--- src/hdl/twa_pkg.sv ---
// Shared types and constants for the time window average block.
package twa_pkg;

  localparam int unsigned TIME_W       = 32;
  localparam int unsigned RATE_W       = 32;
  localparam int unsigned AVG_W        = 32;
  localparam int unsigned OUT_CNT_W    = 7;
  localparam int unsigned DIV_STEPS    = 32;
  localparam int unsigned STEP_W       = 5;
  localparam logic [TIME_W-1:0] WINDOW_RESET = 32'd300;

  // One classified sample as it travels from the front to the back.
  typedef struct packed {
    logic [TIME_W-1:0] sample_time;
    logic [RATE_W-1:0] sample_rate;
    logic [TIME_W-1:0] threshold;
  } item_t;

endpackage

--- src/hdl/twa_front.sv ---
// Front end: input handshake, window register and expiry threshold.
module twa_front (
  input  logic                   clk_i,
  input  logic                   rst_ni,
  input  logic                   in_valid_i,
  output logic                   in_stall_o,
  input  logic [31:0]            sample_time_i,
  input  logic [31:0]            sample_rate_i,
  input  logic                   cfg_valid_i,
  output logic                   cfg_ready_o,
  input  logic [31:0]            window_seconds_i,
  input  logic                   q_full_i,
  output logic                   push_o,
  output twa_pkg::item_t         push_item_o
);
  import twa_pkg::*;

  logic [TIME_W-1:0] window_q;

  assign cfg_ready_o = 1'b1;

  always_ff @(posedge clk_i or negedge rst_ni) begin
    if (!rst_ni) begin
      window_q <= WINDOW_RESET;
    end else if (cfg_valid_i && cfg_ready_o) begin
      window_q <= window_seconds_i;
    end
  end

  assign in_stall_o = q_full_i;
  assign push_o     = in_valid_i && !q_full_i;

  // threshold = time - window, clamped at zero
  always_comb begin
    push_item_o.sample_time = sample_time_i;
    push_item_o.sample_rate = sample_rate_i;
    if (sample_time_i <= window_q) begin
      push_item_o.threshold = '0;
    end else begin
      push_item_o.threshold = sample_time_i - window_q;
    end
  end

endmodule

--- config.mk ---
export PLATFORM = sky130hd
export DESIGN_NAME = twa_front
export DESIGN_NICKNAME = d
export VERILOG_FILES = /design/src/hdl/twa_pkg.sv /design/src/hdl/twa_front.sv
export SDC_FILE = /design/constraint.sdc
export NUM_CORES = 1
export LEC_CHECK = 0
export ABC_AREA = 1
export BUFFER_PORTS_ARGS = -buffer_cell sky130_fd_sc_hd__buf_2
export CAP_MARGIN = 20
export CORE_UTILIZATION = 44
export DETAILED_ROUTE_END_ITERATION = 8
export PLACE_DENSITY = 0.78
export SETUP_SLACK_MARGIN = 0.3
export SYNTH_ARGS = -nofsm -noshare
export SYNTH_HDL_FRONTEND = slang
export SYNTH_SLANG_ARGS = --single-unit
--- constraint.sdc ---
create_clock -name clk_i -period 2.3 [get_ports clk_i]
set_input_delay 0.46 -clock clk_i [delete_from_list [all_inputs] [get_ports clk_i]]
set_output_delay 0.46 -clock clk_i [all_outputs]
set_load 0.1 [all_outputs]
==> run_results.csv <==
group,metric,value,unit
final_layout,syn_to_final_growth,54.3,%
placed_design,gp_congestion,0.939,
timing,finalSetupViolCount,32,
clocking,ctsHoldBuffers,0,
min_path,hold_path_class,"in -> async",
die,io_pins,200,
synth,synth_edf_count,0,
synth,avgSynthCellArea,5.93,um2
setup_path,crit_type,"reg -> out",
clocking,clk_path_buf_depth,2,
detailed_routing,via_count,4928,
final_layout,nets,1054,
detailed_routing,drc,0,
detailed_routing,routed_wirelength,13500,um
outcome,violations,"setup timing",
final_layout,reg_top3,"window_q x32",
timing,rsz0062_at_grt,"true",
power,powerDensity,733,nW/um2
power,leakagePower,0.00375,uW
timing,maxSlewViolCount,0,
timing,hold_viol,0,
clocking,htree_levels,2,
global_route,grt_overflow,0,
die,dieWidth,102,um
global_route,grt_usage,25.1,%
global_route,grt_max_degree,33,
synth,ys_ff_latch,32,
detailed_routing,dr.pass1.iters,5,
die,die_h,102,um
final_layout,top_register,"window_q",
synth,synthArstFlopShare,100,%
clocking,insertion_delay,0.30,ns
synth,syn-num-nets,876,
setup_path,required,1.84,ns
final_layout,post-route-util,69.8,%
final_layout,antenna_cells,0,
synth,synth-main-ff-cell,"dfrtp_1",
global_route,grt_pass1_wl,20300,um
setup_path,start_kind,"flop",
global_route,grt_pass1_vias,4468,
detailed_routing,wire_per_inst,12.8,um
final_layout,largest_reg_flops,32,
placed_design,dp.final_hpwl,10400,um
final_layout,drive_gt1_share,44.0,%
clocking,cts_buffers,5,
timing,worstMarginPinSlew,0.802,ns
die,fp-row-count,36,
job,maxCapViolations,0,
detailed_routing,drt_iter0_drc,298,
setup_path,crit_path_end_kind,"output pin",
timing,worst_slack,-0.584,ns
timing,finalClockSkew,0,ns
synth,synthesis.area,4400,um2
placed_design,dp_cells,1040,
synth,yosysWarnings,0,
timing,min_period,2.88,ns
clocking,cts_root_buf,"clkbuf_8",
power,irDropWorstVdd,467,uV
timing,slew_headroom,46.6,%
clocking,cts_tree,"yes",
placed_design,io_buffers,134,
detailed_routing,detail-route-antenna-nets,0,
setup_path,critPathArrivalTime,2.42,ns
detailed_routing,avgViaCountPerCell,4.68,
timing,finalCritPeriodShare,125,%
final_layout,fin_cells,1054,
outcome,outcome,"finished, violations left",
die,die-area,10400,um2
synth,netlist_instances,742,
setup_path,cp_max_fo,8,
die,core_area,9730,um2
timing,fmax,347,MHz
synth,synthDistinctLibCells,31,
global_route,antenna_found_initial,0,
clocking,cts.sinks,32,
synth,seq_area_frac_synth,18.3,%
clocking,clk_pin_slew_worst_paths,0.09,ns
die,start_util,45.2,%
==> synth_stat cells (3+ instances only) <==
cell type	count	area share (%)
nand2_1	266	23
inv_1	142	12
buf_4	66	11
nor2_1	41	3.5
nor2_2	35	5.0
ha_1	32	9.1
o21ai_0	31	3.5
dfrtp_1	28	16
a21oi_1	19	2.2
nand3b_1	13	2.2
xnor2_1	13	2.6
nand3_1	12	1.4
clkbuf_1	7	0.60
nand2_2	6	0.85
and2_1	4	0.57
dfstp_2	4	2.4
buf_6	3	0.77
inv_2	3	0.26
nand4_1	3	0.43
==> path summary, 6_finish.rpt <==
path                       slack, ns              end                start  cells past startpoint
setup / recovery               -0.58  push_item_o[30]          window_q[3]                     14
hold / removal                  0.24      window_q[0]               rst_ni                      1
setup reg to reg                1.32      window_q[5]          window_q[5]                      3
hold reg to reg                 0.53      window_q[3]          window_q[3]                      2
max in group asynchronous       1.55     window_q[10]               rst_ni                      1
min in group clk_i              0.36      window_q[9]  window_seconds_i[9]                      3
==> placed cells by master (no fill, tap or decap), drive strengths merged, types with 8 or more instances in the layout <==
master,Yosys,final
nand3b,13,13
nand3,12,12
dfrtp,28,28
ha,32,32
nand2,273,273
nor2,77,77
o21ai,32,32
a21oi,19,19
xnor2,13,13
inv,145,145
buf,69,247
clkbuf,7,8
==> metal layers <==
layer	wire length [um]	track usage (%)	share of wire (%)
met5	0	0	0
met4	452	9.23	3.3
met3	684	2.26	5.1
met2	6570	43.3	49
met1	5810	32.7	43
==> area by class of cell <==
| cell class | instances | area, um2 |
|---|---|---|
| clock buffer | 8 | 100 |
| fill | 787 | 2940 |
| inverter | 145 | 552 |
| multi-input combinational | 489 | 3110 |
| sequential | 32 | 806 |
| tap | 133 | 166 |
| timing repair buffer | 247 | 2050 |
==> critical path: stages (launching register included) <==
cell and delay, ns:
dfstp_2 0.54, inv_2 0.05, ha_4 0.30, nand2_4 0.07, nor2_4 0.12, o21ai_2 0.08
nand2_2 0.09, nand2_2 0.05, nand2_2 0.07, nand2_2 0.05, nand2_2 0.09, nand2_4 0.10
buf_12 0.18, a21oi_4 0.14, buf_12 0.19
==> kinds of logic (layout without fill, tap and decap cells) <==
family          count (synthesis)  after routing  share of synthesized area [%]
xor+xnor                       15             15                           2.98
flops                          32             32                           18.3
simple gates                  386            386                           37.7
compound gates                 53             53                           6.14
other cells                     1              1                         0.0852
fa+ha+maj                      33             33                           9.55
buf+inv                       221            400                           25.0
mux                             1              1                          0.256
==> report_power, final <==
part / switching [uW] / internal (uW)
sequential: 17.6 / 617
combinational: 2400 / 1410
clock: 250 / 274
==> what timing repair did <==
action,in CTS,in global routing
resized for setup,37,65
buffers inserted,4,2
setup endpoints to repair,32,32
pin swaps,18,25
==> metrics by stage <==
| stage | power, uW | hold slack [ns] | instance area, um2 | setup TNS (ns) | worst slack [ns] |
|---|---|---|---|---|---|
| CTS | 4820 | 0.281 | 6510 | -15.81 | -0.533 |
| global placement | 4160 | 0.483 | 6210 | -13.14 | -0.451 |
| finish | 4980 | 0.241 | 6790 | -17.29 | -0.584 |
| detailed placement | 4200 | 0.497 | 6210 | -14.24 | -0.487 |
| global route | 5200 | 0.308 | 6790 | -20.14 | -0.672 |
| floorplan | 3230 | 0.164 | 4620 | -15.03 | -0.496 |
Note: power is estimated with default switching activity, not from simulation.
