### src/hdl/twa_pkg.sv
// Shared types and constants for the time window average block.
package twa_pkg;

  localparam int unsigned TIME_W       = 32;
  localparam int unsigned RATE_W       = 32;
  localparam int unsigned AVG_W        = 32;
  localparam int unsigned OUT_CNT_W    = 7;
  localparam int unsigned DIV_STEPS    = 32;
  localparam int unsigned STEP_W       = 5;
  localparam logic [TIME_W-1:0] WINDOW_RESET = 32'd300;

  // One classified sample as it travels from the front to the back.
  typedef struct packed {
    logic [TIME_W-1:0] sample_time;
    logic [RATE_W-1:0] sample_rate;
    logic [TIME_W-1:0] threshold;
  } item_t;

endpackage

### src/hdl/twa_back.sv
// Back end: sample ring, expiry walk, serial divider and result register.
module twa_back #(
  parameter int unsigned CAPACITY = 64
) (
  input  logic           clk_i,
  input  logic           rst_ni,
  input  logic           q_empty_i,
  input  twa_pkg::item_t q_item_i,
  output logic           pop_o,
  output logic           out_valid_o,
  input  logic           out_stall_i,
  output logic [31:0]    window_average_o,
  output logic [6:0]     window_count_o,
  output logic [6:0]     expired_count_o,
  output logic           evicted_full_o
);
  import twa_pkg::*;

  localparam int unsigned IW = $clog2(CAPACITY);
  localparam int unsigned CW = $clog2(CAPACITY + 1);
  localparam int unsigned SW = AVG_W + CW;
  localparam logic [IW-1:0] LAST_SLOT = IW'(CAPACITY - 1);
  localparam logic [CW-1:0] FULL_CNT  = CW'(CAPACITY);

  typedef enum logic [2:0] {
    S_IDLE,
    S_READ,
    S_CHECK,
    S_WRITE,
    S_DIV,
    S_OUT
  } state_e;

  state_e            state_q;
  logic [IW-1:0]     head_q;
  logic [IW-1:0]     tail_q;
  logic [CW-1:0]     count_q;
  logic [SW-1:0]     sum_q;
  logic [CW-1:0]     expired_q;
  logic              evicted_q;
  item_t             cur_q;
  logic [CW-1:0]     rem_q;
  logic [AVG_W-1:0]  quo_q;
  logic [CW-1:0]     divisor_q;
  logic [STEP_W-1:0] step_q;

  logic [TIME_W-1:0] time_mem [CAPACITY];
  logic [RATE_W-1:0] rate_mem [CAPACITY];
  logic [TIME_W-1:0] rd_time_q;
  logic [RATE_W-1:0] rd_rate_q;

  logic              mem_we;
  logic [SW-1:0]     sum_new;
  logic [CW-1:0]     count_new;
  logic [CW:0]       trial;
  logic [CW:0]       trial_diff;

  function automatic logic [IW-1:0] next_slot(input logic [IW-1:0] idx);
    next_slot = (idx == LAST_SLOT) ? '0 : idx + 1'b1;
  endfunction

  assign pop_o  = (state_q == S_IDLE) && !q_empty_i;
  assign mem_we = (state_q == S_WRITE);

  // Ring store; read port always follows the head.
  always_ff @(posedge clk_i) begin
    if (mem_we) begin
      time_mem[tail_q] <= cur_q.sample_time;
      rate_mem[tail_q] <= cur_q.sample_rate;
    end
    rd_time_q <= time_mem[head_q];
    rd_rate_q <= rate_mem[head_q];
  end

  assign sum_new    = sum_q + SW'(cur_q.sample_rate);
  assign count_new  = count_q + 1'b1;
  assign trial      = {rem_q, quo_q[AVG_W-1]};
  assign trial_diff = trial - {1'b0, divisor_q};

  always_ff @(posedge clk_i or negedge rst_ni) begin
    if (!rst_ni) begin
      state_q          <= S_IDLE;
      head_q           <= '0;
      tail_q           <= '0;
      count_q          <= '0;
      sum_q            <= '0;
      expired_q        <= '0;
      evicted_q        <= 1'b0;
      step_q           <= '0;
      out_valid_o      <= 1'b0;
      window_average_o <= '0;
      window_count_o   <= '0;
      expired_count_o  <= '0;
      evicted_full_o   <= 1'b0;
    end else begin
      // in S_OUT the output register is reloaded instead
      if (out_valid_o && !out_stall_i && (state_q != S_OUT)) begin
        out_valid_o <= 1'b0;
      end
      case (state_q)
        S_IDLE: begin
          if (!q_empty_i) begin
            cur_q     <= q_item_i;
            expired_q <= '0;
            evicted_q <= 1'b0;
            state_q   <= S_READ;
          end
        end
        S_READ: begin
          // head entry lands in the read register next cycle
          state_q <= S_CHECK;
        end
        S_CHECK: begin
          if ((count_q != '0) && (rd_time_q <= cur_q.threshold)) begin
            sum_q     <= sum_q - SW'(rd_rate_q);
            head_q    <= next_slot(head_q);
            count_q   <= count_q - 1'b1;
            expired_q <= expired_q + 1'b1;
            state_q   <= S_READ;
          end else if (count_q == FULL_CNT) begin
            sum_q     <= sum_q - SW'(rd_rate_q);
            head_q    <= next_slot(head_q);
            count_q   <= count_q - 1'b1;
            evicted_q <= 1'b1;
            state_q   <= S_WRITE;
          end else begin
            state_q <= S_WRITE;
          end
        end
        S_WRITE: begin
          tail_q    <= next_slot(tail_q);
          count_q   <= count_new;
          sum_q     <= sum_new;
          // mean fits in 32 bits, so the upper sum bits are below the count
          rem_q     <= sum_new[SW-1:AVG_W];
          quo_q     <= sum_new[AVG_W-1:0];
          divisor_q <= count_new;
          step_q    <= STEP_W'(DIV_STEPS - 1);
          state_q   <= S_DIV;
        end
        S_DIV: begin
          if (!trial_diff[CW]) begin
            rem_q <= trial_diff[CW-1:0];
            quo_q <= {quo_q[AVG_W-2:0], 1'b1};
          end else begin
            rem_q <= trial[CW-1:0];
            quo_q <= {quo_q[AVG_W-2:0], 1'b0};
          end
          step_q <= step_q - 1'b1;
          if (step_q == '0) begin
            state_q <= S_OUT;
          end
        end
        S_OUT: begin
          if (!out_valid_o || !out_stall_i) begin
            out_valid_o      <= 1'b1;
            window_average_o <= quo_q;
            window_count_o   <= OUT_CNT_W'(count_q);
            expired_count_o  <= OUT_CNT_W'(expired_q);
            evicted_full_o   <= evicted_q;
            state_q          <= S_IDLE;
          end
        end
        default: state_q <= S_IDLE;
      endcase
    end
  end

endmodule

### config.mk
export PLATFORM = sky130hd
export DESIGN_NAME = twa_back
export DESIGN_NICKNAME = d
export VERILOG_FILES = /design/src/hdl/twa_pkg.sv /design/src/hdl/twa_back.sv
export SDC_FILE = /design/constraint.sdc
export NUM_CORES = 2
export LEC_CHECK = 0
export BUFFER_PORTS_ARGS = -buffer_cell sky130_fd_sc_hd__buf_4
export CORE_MARGIN = 5
export CORE_UTILIZATION = 55
export CTS_BUF_LIST = sky130_fd_sc_hd__clkbuf_4
export DETAILED_ROUTE_END_ITERATION = 12
export PLACE_DENSITY = 0.74
export SLEW_MARGIN = 10
export SYNTH_ARGS = -nofsm -noshare
export SYNTH_HDL_FRONTEND = slang
export SYNTH_SLANG_ARGS = --single-unit
### constraint.sdc
create_clock -name clk_i -period 4.5 [get_ports clk_i]
set_clock_uncertainty 0.1 [all_clocks]
set_input_delay 0.45 -clock clk_i [delete_from_list [all_inputs] [get_ports clk_i]]
set_output_delay 0.45 -clock clk_i [all_outputs]
set_load 0.005 [all_outputs]
==> results.toml <==
[grt]
grt_usage_pct = 29.0
grt_pass1_wl_um = 652000
grt_pass1_vias = 90400
grt_max_degree = 80
overflow = 0
antenna_found_initial = 27

[layout]
nNetsFinal = 9113
fillers = 20100
multi_input_comb_area_mm2 = 0.0382
syn2layout_area_growth_pct = 15.4
seq_area_mm2 = 0.132
drive_gt1_share_pct = 38.5

[clock_network]
cts.sinks = 4424
cts_tree = "built"
insertion_delay_ns = 1.74
clkTransAtPathRegs_ns = 0.07
h-tree-depth = 7
clockBufferDepth = 5
cts_buffers = 1161
cts_root_buf = "clkbuf_4"

[hold_path]
holdCritPathClass = "in -> reg"

[yosys]
synth_area_mm2 = 0.171
ys_types = 72
netlist.area_leader.share_pct = 74.4
synth_edf_count = 4238
ys_ff_latch = 4424
yosysSeqAreaShare_pct = 76.9
syn_nets = 7547
synthArstFlopShare_pct = 2.76
yosys-top-cells-area = "edfxtp_1 74%, mux4_2 18%, dfrtp_1 1.8%"
syn_avg_cell_area_um2 = 23.3
yosys.area_share.simple_pct = 1.18
synth_xor_area_share_pct = 0.455
synthAdderAreaFrac_pct = 0.847
syn_inst = 7333
synth.largest_area_cell = "edfxtp_1"
synth_ff_type = "edfxtp_1"
synth_compound_area_share_pct = 1.38
yosysWarningCount = 0
synth_top_family_by_area = "multiplexers"
synth_mux_area_share_pct = 18.2

[sta]
fmax_ghz = 0.241
timing.hold.ws_ns = 0.171
rsz0062_at_grt = "false"
period_share_pct = 92.4
fin_crit_ns = 4.16
fin_tns_setup_ns = 0
hold_viol_final = 0
worst_pin_slew_ns = 1.31
slew_violations = 0
setup_violations = 0
relSlewSlack_pct = 12.7

[die]
die_area_mm2 = 0.322
rows = 204
die_w_um = 568
coreArea_mm2 = 0.309
start_util_pct = 55.3
ios = 149
chipHeight_um = 568

[worst_setup_path]
cp-start-kind = "register"
cp_max_fo = 9
critPathKind = "reg -> reg"
max_stage_delay_ns = 1.16
worstPathCellList = "inv_1 -> ha_1 -> nand4_1 -> a2111oi_1 -> nor3_1 -> o21ai_1 -> a21oi_2 -> nand2_1 -> mux2i_1 -> o21ai_0"
cp.required_ns = 5.85
slowest_stage = "a2111oi_1"
worstPathArrival_ns = 5.51
cp-end-kind = "register"

[drt]
viasPerCell = 6.53
wire_per_inst_um = 33.6
ant_nets = 0
routed-via-count = 89900
drt_iter0_drc = 13200
wl_um = 463000
drc = 0
first_pass_iters = 6

[placement]
gp_congestion = 0.859
hpwlAfterDp_um = 238000
port_buffers = 148

[outcome]
outcome = "finished, final reports clean"

[power_and_ir_drop]
ir_drop_mv = 0.376
p_per_area_mw_per_mm2 = 574
p_leak_nw = 64.2

[run]
max_cap_viol_count = 0
==> critical path: cells and delay by family (launching register included) <==
family	cells	cell delay, ns
compound gates	4	2.50
simple gates	3	0.54
flops	1	0.33
fa+ha+maj	1	0.31
mux	1	0.19
buf+inv	1	0.05
==> where the power goes <==
part	leakage, nW	total, mW	switching [mW]	internal (mW)
combinational	15.8	32.0	15.9	16.1
clock	8.27	33.1	15.5	17.6
sequential	40.1	48.4	1.27	47.1
total	64.2	113	32.7	80.8
==> worst paths after layout <==
check	slack, ns	from	to	cells past startpoint
min in group asynchronous	0.39	rst_ni	window_count_o[0]$_DFFE_PN0P_	5
setup reg to reg	0.34	cur_q[7]$_DFFE_PP_	expired_q[3]$_DFFE_PN0P_	10
setup / recovery	0.34	cur_q[7]$_DFFE_PP_	expired_q[3]$_DFFE_PN0P_	10
hold reg to reg	0.33	quo_q[6]$_DFFE_PP_	window_average_o[6]$_DFFE_PN0P_	1
max in group asynchronous	2.94	rst_ni	sum_q[31]$_DFFE_PN0P_	6
hold / removal	0.17	q_item_i[48]	cur_q[48]$_DFFE_PP_	3
==> per-stage QoR <==
stage	area [µm²]	cells	power [mW]	setup slack, ns	utilization, %
6_report	197000	13800	113	0.342	63.8
3_5_place_dp	181000	11600	80.9	0.592	58.5
5_1_grt	197000	13800	119	0.198	63.8
3_3_place_gp	181000	11600	80.3	0.692	58.5
2_1_floorplan	171000	7333	71.6	-0.221	-
4_1_cts	197000	13700	114	0.629	63.8
==> final cells by class <==
cell class / instances / area share [%]
Sequential cell: 4424 / 66.6
Multi-Input combinational cell: 2451 / 19.3
Clock buffer: 1662 / 6.32
Timing Repair Buffer: 764 / 4.24
Tap cell: 4120 / 2.61
Clock inverter: 231 / 0.635
Inverter: 97 / 0.184
Antenna cell: 16 / 0.0203
==> state kept, by name (all words and copies together), names as in the netlist, 32 cells and up <==
name              cells
sum_q                39
quo_q                32
rd_rate_q            32
window_average_o     32
cur_q                96
rd_time_q            32
rate_mem           2048
time_mem           2048
==> cell usage in the layout, fill, tap and decap left out, types with 74 or more instances in the layout <==
cell | Yosys | layout
clkinv_1 | 0 | 172
nor2_1 | 140 | 74
o21ai_0 | 122 | 122
nand2_1 | 152 | 151
dfrtp_1 | 122 | 116
buf_4 | 5 | 333
mux4_2 | 1344 | 1344
dlygate4sd3_1 | 0 | 274
ha_1 | 111 | 111
buf_12 | 0 | 156
clkbuf_4 | 0 | 1662
a21oi_1 | 114 | 114
inv_1 | 97 | 97
edfxtp_1 | 4238 | 4238
==> kinds of logic after synthesis <==
logic type,Yosys count
fa+ha+maj,114
compound gates,386
buf+inv,458
simple gates,445
xor+xnor,89
mux,1417
flops,4424
==> what timing repair did <==
item | 4_1_cts | 5_1_grt
endpoints found under the hold margin | 391 | 0
gates resized for setup | 0 | 0
setup buffers | 0 | 0
hold buffers | 275 | 0
==> metal layers <==
metal / part of all wire [%] / global-route usage, %
met1: 35 / 39.2
met5: 0.034 / 0
met4: 3.5 / 11.8
met2: 48 / 44.7
met3: 14 / 8.80
==> synthesized netlist by cell type, types with 4 or more instances <==
master    number
edfxtp_1    4238
mux4_2      1344
clkbuf_1     199
nand2_1      152
nor2_1       140
dfrtp_1      122
o21ai_0      122
a21oi_1      114
ha_1         111
inv_1         97
buf_2         91
dfxtp_1       64
buf_1         63
mux2_2        59
xnor2_1       55
nand3_1       34
xor2_1        34
a21o_1        32
nand4_1       21
nor2b_1       19
nor3_1        19
a211oi_1      15
mux2i_1       14
o211ai_1      12
and3_1        11
a31oi_1        8
nand2b_1       8
o21a_1         8
a21boi_0       7
and2_1         7
nor4_1         7
o21ai_1        7
o21bai_1       7
o31ai_1        7
or3_1          7
a41oi_1        6
and4_1         5
buf_4          5
o22ai_1        4
o311ai_0       4
(Power assumes the default switching activity.)
