[src/hdl/twa_pkg.sv]
// Shared types and constants for the time window average block.
package twa_pkg;

  localparam int unsigned TIME_W       = 32;
  localparam int unsigned RATE_W       = 32;
  localparam int unsigned AVG_W        = 32;
  localparam int unsigned OUT_CNT_W    = 7;
  localparam int unsigned DIV_STEPS    = 32;
  localparam int unsigned STEP_W       = 5;
  localparam logic [TIME_W-1:0] WINDOW_RESET = 32'd300;

  // One classified sample as it travels from the front to the back.
  typedef struct packed {
    logic [TIME_W-1:0] sample_time;
    logic [RATE_W-1:0] sample_rate;
    logic [TIME_W-1:0] threshold;
  } item_t;

endpackage

[src/hdl/twa_queue.sv]
// Two-entry queue between the front and the back.
module twa_queue (
  input  logic           clk_i,
  input  logic           rst_ni,
  input  logic           push_i,
  input  twa_pkg::item_t push_item_i,
  output logic           full_o,
  input  logic           pop_i,
  output logic           empty_o,
  output twa_pkg::item_t pop_item_o
);
  import twa_pkg::*;

  item_t      slot_q [2];
  logic       wr_ptr_q;
  logic       rd_ptr_q;
  logic [1:0] fill_q;

  assign full_o     = (fill_q == 2'd2);
  assign empty_o    = (fill_q == 2'd0);
  assign pop_item_o = slot_q[rd_ptr_q];

  always_ff @(posedge clk_i) begin
    if (push_i) begin
      slot_q[wr_ptr_q] <= push_item_i;
    end
  end

  always_ff @(posedge clk_i or negedge rst_ni) begin
    if (!rst_ni) begin
      wr_ptr_q <= 1'b0;
      rd_ptr_q <= 1'b0;
      fill_q   <= 2'd0;
    end else begin
      if (push_i) begin
        wr_ptr_q <= ~wr_ptr_q;
      end
      if (pop_i) begin
        rd_ptr_q <= ~rd_ptr_q;
      end
      case ({push_i, pop_i})
        2'b10:   fill_q <= fill_q + 2'd1;
        2'b01:   fill_q <= fill_q - 2'd1;
        default: fill_q <= fill_q;
      endcase
    end
  end

endmodule

[config.mk]
export PLATFORM = sky130hd
export DESIGN_NAME = twa_queue
export DESIGN_NICKNAME = d
export VERILOG_FILES = /design/src/hdl/twa_pkg.sv /design/src/hdl/twa_queue.sv
export SDC_FILE = /design/constraint.sdc
export NUM_CORES = 1
export LEC_CHECK = 0
export ABC_AREA = 1
export BUFFER_PORTS_ARGS = -buffer_cell sky130_fd_sc_hd__clkbuf_2
export CAP_MARGIN = 30
export CORE_MARGIN = 5
export CORE_UTILIZATION = 40
export CTS_CLUSTER_SIZE = 28
export DETAILED_ROUTE_END_ITERATION = 6
export PLACE_DENSITY = 0.74
export SLEW_MARGIN = 25
export SYNTH_ARGS = -nofsm -noshare
export SYNTH_HDL_FRONTEND = slang
export SYNTH_SLANG_ARGS = --single-unit
export TNS_END_PERCENT = 50
[constraint.sdc]
create_clock -name clk_i -period 7.8 [get_ports clk_i]
set_input_delay 0 -clock clk_i [delete_from_list [all_inputs] [get_ports clk_i]]
set_output_delay 0 -clock clk_i [all_outputs]
set_load 0.02 [all_outputs]
==> impl_results.md, run 1 <==
- Outcome: finished clean
- Skew-Pair Late Insertion Delay: between 400 and 500 ps
- Initial antenna violation count: 0
- Diodes inserted: 0
- Crit-path max FO: roughly 100
- Final setup vio count: 0
- Minimum clock period: about 2700 ps
- Worst flop-to-flop path startpoint: wr_ptr_q
- CP arrival: about 2700 ps
- Avg Cell Area, Syn: 13.98 sq um
- Antenna viol nets, final: 0
- Yosys top cell area share: 78.54%
- Vias in the first global route: 4890
- Setup crit end kind: primary output
- Via/cell ratio: 4.388
- Hold Startpoint: push_item_i[36]
- Hold Vio Cnt, Final: 0
- Die X: 145.5 um
- Hold slack final: 310.8 ps
- Tcrit/Tclk final: 34.46%
- Worst Max-Slew Pin Slew: 927.2 ps
- Setup ws final: 5112 ps
- RSZ-0062 raised after global routing: no
- Fraction of layout cells with a size suffix above 1: 27.63%
- Distinct cells, synth: 16
- Clock transition at path regs: 70 ps
- Post-route DRC: 0
- Initial core utilization: around two fifths
- Num CTS Buffers: 17
- Drt initial violations: 212
- Max clock buf depth: 2
- CTS tree: done
- Slew HR: 38.19%
- Clk_skew: 7.373 ps
- Yosys warnings: 0
- Sum Neg Setup Slack: 0 ps
- Drt first pass iters: 4
- Clk root buf: clkbuf_16
- Clock Sinks: 196
- Fin nets: ~930
- Pwr Density: 345.5 mW/mm^2
- Worst Setup Start Kind: flip-flop
- CP Data Required Time: 7800 ps
- CP Launch Point: rd_ptr_q
- Fillers: around 1.4k
- Setup bufs post-CTS: 0
- Row count: 49
- Total grt overflow: 0
- Post-Route WL: approximately 15000 um
- Via count: 4673
- Peak supply drop: between 0.2 and 0.25 mV
- # IOs: around 200
- Critical path type: flip-flop to primary output
- DIE HEIGHT: 145.5 um
- Hpwl dp: 9098 um
- Cells after Synth: about 530
- Die Area: 0.02116 sq mm
- Post-Place Setup Slack: 5431 ps
- Seq/Total Area, Yosys: 79.90%
- Pin count of the biggest net entering global routing: 103
- Cts repair resizes: 0
- Synth area leaders: edfxtp_1 79%, o21ai_0 6.0%, inv_1 5.2%, nand2_1 5.2%, buf_6 1.4%
- Worst hold path type: input port to flip-flop
- Core outline area: approximately 0.018 sq mm
- Area delta synth->final: 37.48%
- H-tree levels: 4
- Global Route Usage Sum: between 10 and 15%
- Synthesized area: 0.007341 sq mm
- #FFs+latches synth: 196
- Hold Buf Count CTS: 100
- Slew Limit Fails: 0
- RePlAce Congestion: 0.7117
- Leakage power: 0.004319 uW
- Max Cap Viol: 0
- Syn_nets: 626
- First-pass GRT wire length: 23960 um
- Area leader, netlist: edfxtp_1
- Max Freq: 0.3721 GHz
- Wire length per cell: 14.10 um
- IO buf count: 197
[per-layer routing]
metal,track usage [%],vias up,part of all wire [%]
li1,-,2367,-
met1,15.43,2141,39
met2,25.58,142,53
met3,4.609,23,6.0
met4,5.410,0,1.8
met5,0,-,0
[sequential cells by signal, summed over array words and instances, names as in the netlist]
| name | flops |
|---|---|
| fill_q | 2 |
| wr_ptr_q | 1 |
| slot_q | 192 |
| rd_ptr_q | 1 |
[critical path, stage by stage, from the launching register on]
cell,delay (ps)
dfrtp_4,1020
buf_4,740
nand2_1,120
o21ai_0,130
clkbuf_2,210
[synth_stat cells (all sizes together)]
cell / instances
ha: 1
xnor2: 1
inv: 102
nand2: 101
edfxtp: 192
nand4: 1
xor2: 2
o21ai: 96
nor2: 3
dfrtp: 4
nand3: 1
clkbuf: 2
buf: 19
[cells in the final DEF (no fill, tap or decap), drive strengths merged]
cell type | netlist | final
buf | 19 | 4
bufinv | 0 | 3
clkbuf | 2 | 215
clkinv | 0 | 5
clkinvlp | 0 | 2
dfrtp | 4 | 4
dlygate4sd3 | 0 | 100
edfxtp | 192 | 192
ha | 1 | 1
inv | 102 | 105
nand2 | 101 | 101
nand3 | 1 | 1
nand4 | 1 | 1
nor2 | 3 | 3
o21ai | 96 | 96
xnor2 | 1 | 1
xor2 | 2 | 2
[worst paths after layout]
kind / end / cells after the start / slack (ps)
max: pop_item_o[2] / 4 / 5110
min: slot_q[1][36] / 2 / 310
max reg2reg: slot_q[0][20] / 3 / 5680
min reg2reg: fill_q[1] / 2 / 520
max in group asynchronous: rd_ptr_q / 3 / 7020
min in group asynchronous: fill_q[1] / 3 / 570
[power breakdown]
group          leakage (uW)  internal (uW)  switching (uW)
clock              0.000280            503             365
combinational       0.00219            334             770
sequential          0.00185           1400             117
[kinds of logic (layout without fill, tap and decap cells)]
| group | after synthesis | in the layout | share of synthesized area (%) |
|---|---|---|---|
| AOI/OAI and AO/OA | 96 | 96 | 6.545 |
| xor gates and xnor gates | 3 | 3 | 0.3580 |
| adders and majority gates | 1 | 1 | 0.1704 |
| buffers and inverters | 123 | 434 | 7.551 |
| DFF | 196 | 196 | 79.90 |
| and+or+nand+nor | 106 | 106 | 5.471 |
[per-stage QoR]
| stage | total power, uW | cell area, sq um | util [%] | instances |
|---|---|---|---|---|
| finish | 3486 | 10090 | 55.99 | 1065 |
| global route | 3689 | 10090 | 55.99 | 1065 |
| global placement | 2587 | 8478 | 47.04 | 933 |
| detailed placement | 2609 | 8478 | 47.04 | 933 |
| CTS | 3522 | 10060 | 55.84 | 1064 |
| floorplan | 2269 | 7341 | - | 525 |
[area by class of cell]
type	instances	area, sq um	share of cell area (%)
clock buffers	18	429.2	4.252
clock inverters	13	156.4	1.550
inverters	102	385.4	3.818
multi-input cells	206	928.4	9.199
flip-flops and latches	196	5869	58.16
well taps	229	286.5	2.839
repair buffers	301	2037	20.18
(Power assumes the default switching activity.)
==> inputs of run 2 (changes only) <==
--- a/config.mk
+++ b/config.mk
@@ -5,14 +5,14 @@
 export SDC_FILE = /design/constraint.sdc
 export NUM_CORES = 1
 export LEC_CHECK = 0
-export ABC_AREA = 1
+export ABC_AREA = 0
 export BUFFER_PORTS_ARGS = -buffer_cell sky130_fd_sc_hd__clkbuf_2
 export CAP_MARGIN = 30
 export CORE_MARGIN = 5
 export CORE_UTILIZATION = 40
 export CTS_CLUSTER_SIZE = 28
 export DETAILED_ROUTE_END_ITERATION = 6
-export PLACE_DENSITY = 0.74
+export PLACE_DENSITY = 0.76
 export SLEW_MARGIN = 25
 export SYNTH_ARGS = -nofsm -noshare
 export SYNTH_HDL_FRONTEND = slang
==> constraint.sdc (replaced) <==
create_clock -name clk_i -period 2.4 [get_ports clk_i]
set_input_delay 0 -clock clk_i [delete_from_list [all_inputs] [get_ports clk_i]]
set_output_delay 0 -clock clk_i [all_outputs]
set_load 0.02 [all_outputs]
==> run 2 against run 1 <==
Effect of this change: cell area hardly changed; critical path depth is 1 lower; sequential power increased to 3.1 times the previous value; count of clock-buffer cells in the layout fell by 1; critical endpoint is now pop_item_o[27]; critical path type unchanged; sequential share of layout area barely moved; synthesized cell count fell by 40%.
==> impl_results.md, run 2 <==
- Final setup vio count: 0
- Drt first pass iters: 4
- CTS tree: done
- Syn_nets: 416
- Diodes inserted: 0
- Slowest stage delay, CP: 450 ps
- DIE HEIGHT: 144.4 um
- Core outline area: ~0.018 sq mm
- CP Data Required Time: 2400 ps
- #FFs+latches synth: 196
- Num CTS Buffers: 17
- Hpwl dp: between 8000 and 9000 um
- Max Freq: 0.5253 GHz
- Initial antenna violation count: 0
- First-pass GRT wire length: 22310 um
- Max Cap Viol: 0
- Largest regs: slot_q x192, fill_q x2
- Worst Setup Start Kind: flip-flop
- Via count: 3978
- Area delta synth->final: 39.70%
- Worst Max-Slew Pin Slew: slightly above 700 ps
- Crit-path max FO: 40
- Initial core utilization: 40.38%
- Fraction of layout cells with a size suffix above 1: 51.88%
- Row count: 49
- Fillers: 1352
- RePlAce Congestion: ~0.73
- Clock Sinks: 196
- Max reg flops: roughly 190
- GR Layer Usage met1: roughly 16%
- Slew Limit Fails: 0
- Yosys warnings: 0
- Minimum clock period: 1904 ps
- Avg Cell Area, Syn: around 23 sq um
- Area leader, netlist: edfxtp_1
- Fin nets: 726
- Cts repair resizes: 0
- Drt initial violations: 170
- Fraction of registers with async set/reset: under 10%
- Seq/Total Area, Yosys: roughly four fifths
- Hold Vio Cnt, Final: 0
- Skew-Pair Late Insertion Delay: 420 ps
- Clock transition at path regs: 70 ps
- CP bufs+invs: 2
- Cell Chain, Critical Path: buf_4 > mux2_2 > clkbuf_2
- Post-Route WL: 14560 um
- H-tree levels: 4
- Met2 Usage GRT: 25.55%
- Die Area: 0.02086 sq mm
- Worst hold path type: input port to flip-flop
- Most flop-heavy register: slot_q
- Synth area leaders: edfxtp_1 80%, mux2_2 10%, mux2_4 6.2%, dfrtp_1 1.4%, buf_6 0.78%
- Ys flop type: edfxtp_1
- Synthesized area: 0.007229 sq mm
- Wire length per cell: 16.80 um
- Cells after Synth: 315
- Pwr Density: 1129 mW/mm^2
- Clk root buf: clkbuf_16
- IO buf count: 197
- Commonest non-fill, non-tap cell in the layout: clkbuf_2
- GR Util met3: between 4 and 5%
- Via/cell ratio: 4.588
- DP Area: 0.008492 sq mm
- Commonest non-fill, non-tap cells in the layout: 197 x clkbuf_2, 192 x edfxtp_1, 100 x dlygate4sd3_1
- Min-Delay Path Depth: 2
- Worst r2r path cells: 2
- # IOs: 198
- Global Route Usage Sum: ~14%
- Slew HR: between 50% and 60%
- Tcrit/Tclk final: 79.32%
- Core Util, Final: 56.42%
- Clk_skew: 6.252 ps
- Post-Layout Inst Area: 0.01010 sq mm
- CP max-delay cell: buf_4
- Antenna viol nets, final: 0
- CP arrival: 1900 ps
- Critical path type: flip-flop to primary output
- Peak supply drop: 0.7487 mV
- Hold slack final: 311.7 ps
- Outcome: finished clean
- Top cells by count, synth: 192 x edfxtp_1, 66 x mux2_2, 30 x mux2_4, 6 x buf_2, 5 x buf_6
- Yosys top cell area share: 79.75%
- Die X: 144.4 um
- Leakage power: ~0.0040 uW
- Distinct cells, synth: 13
- Setup crit end kind: primary output
- Pin count of the biggest net entering global routing: 97
- Total grt overflow: 0
- Vias in the first global route: 4445
- Worst path top cell family by delay: buffers and inverters
- Count leader, synth: edfxtp_1
- CP Depth: 3
- RSZ-0062 raised after global routing: no
- Post-synth EDFFs: 192
- Max clock buf depth: 2
- Post-route DRC: 0
- Layer with the highest usage: met2
-- run 2: cell count changes in the layout (fill, tap and decap cells not counted), moves of 2 or more --
cell,change
buf_12,+2
inv_1,-100
nand2_1,-101
o21ai_0,-88
mux2_2,+66
mux2_4,+30
o21ai_1,-8
-- run 2: cell type report --
class / count / area (sq um) / share of cell area, %
Clock inverter: 15 / 181.4 / 1.796
Tap cell: 229 / 286.5 / 2.837
Timing Repair Buffer: 302 / 2049 / 20.29
Inverter: 1 / 3.754 / 0.03717
Sequential cell: 196 / 5869 / 58.11
Multi-Input combinational cell: 107 / 1284 / 12.71
Clock buffer: 17 / 425.4 / 4.212
-- run 2: metrics by stage --
| step | total power (uW) | cells | setup TNS, ps | worst slack [ps] |
|---|---|---|---|---|
| floorplan | 7424 | 315 | -68150 | -709.9 |
| global placement | 8410 | 735 | 0 | 891.4 |
| detailed placement | 8510 | 735 | 0 | 857.4 |
| CTS | 11520 | 867 | 0 | 473.0 |
| global route | 11930 | 867 | 0 | 399.3 |
| finish | 11400 | 867 | 0 | 496.3 |
-- run 2: report_power, final --
part	leakage (uW)	internal, uW	switching (uW)
clock	0.000288	1650	1230
sequential	0.00185	4550	169
combinational	0.00182	1580	2220
total	0.00395	7780	3620
-- run 2: final timing paths --
path / slack [ps] / endpoint / start
max in group asynchronous: 1670 / rd_ptr_q / rst_ni
max reg2reg: 870 / slot_q[0][72] / wr_ptr_q
min in group asynchronous: 530 / fill_q[0] / rst_ni
max: 500 / pop_item_o[27] / rd_ptr_q
min reg2reg: 500 / fill_q[1] / fill_q[1]
min: 310 / slot_q[0][77] / push_item_i[77]
-- run 2: kinds of logic (layout without fill, tap and decap cells) --
| group | count (synthesis) | count (layout) | share of synthesized area (%) |
|---|---|---|---|
| flip-flops | 196 | 196 | 81.14 |
| adder cells (fa/ha/maj) | 1 | 1 | 0.1730 |
| XOR/XNOR | 5 | 5 | 0.6059 |
| buffers and inverters | 12 | 335 | 1.246 |
| multiplexers | 96 | 96 | 16.51 |
| AND/OR/NAND/NOR | 5 | 5 | 0.3289 |
-- run 2: timing repair --
action / in CTS / in global routing
hold endpoints to repair: 199 / 0
hold buffers: 100 / 0
buffers inserted: 0 / 0
-- run 2: metal layers --
layer | up-vias | wire, um
met4 | 0 | 133
li1 | 1872 | -
met2 | 136 | 7753
met1 | 1961 | 5659
met3 | 9 | 1016
met5 | - | 0
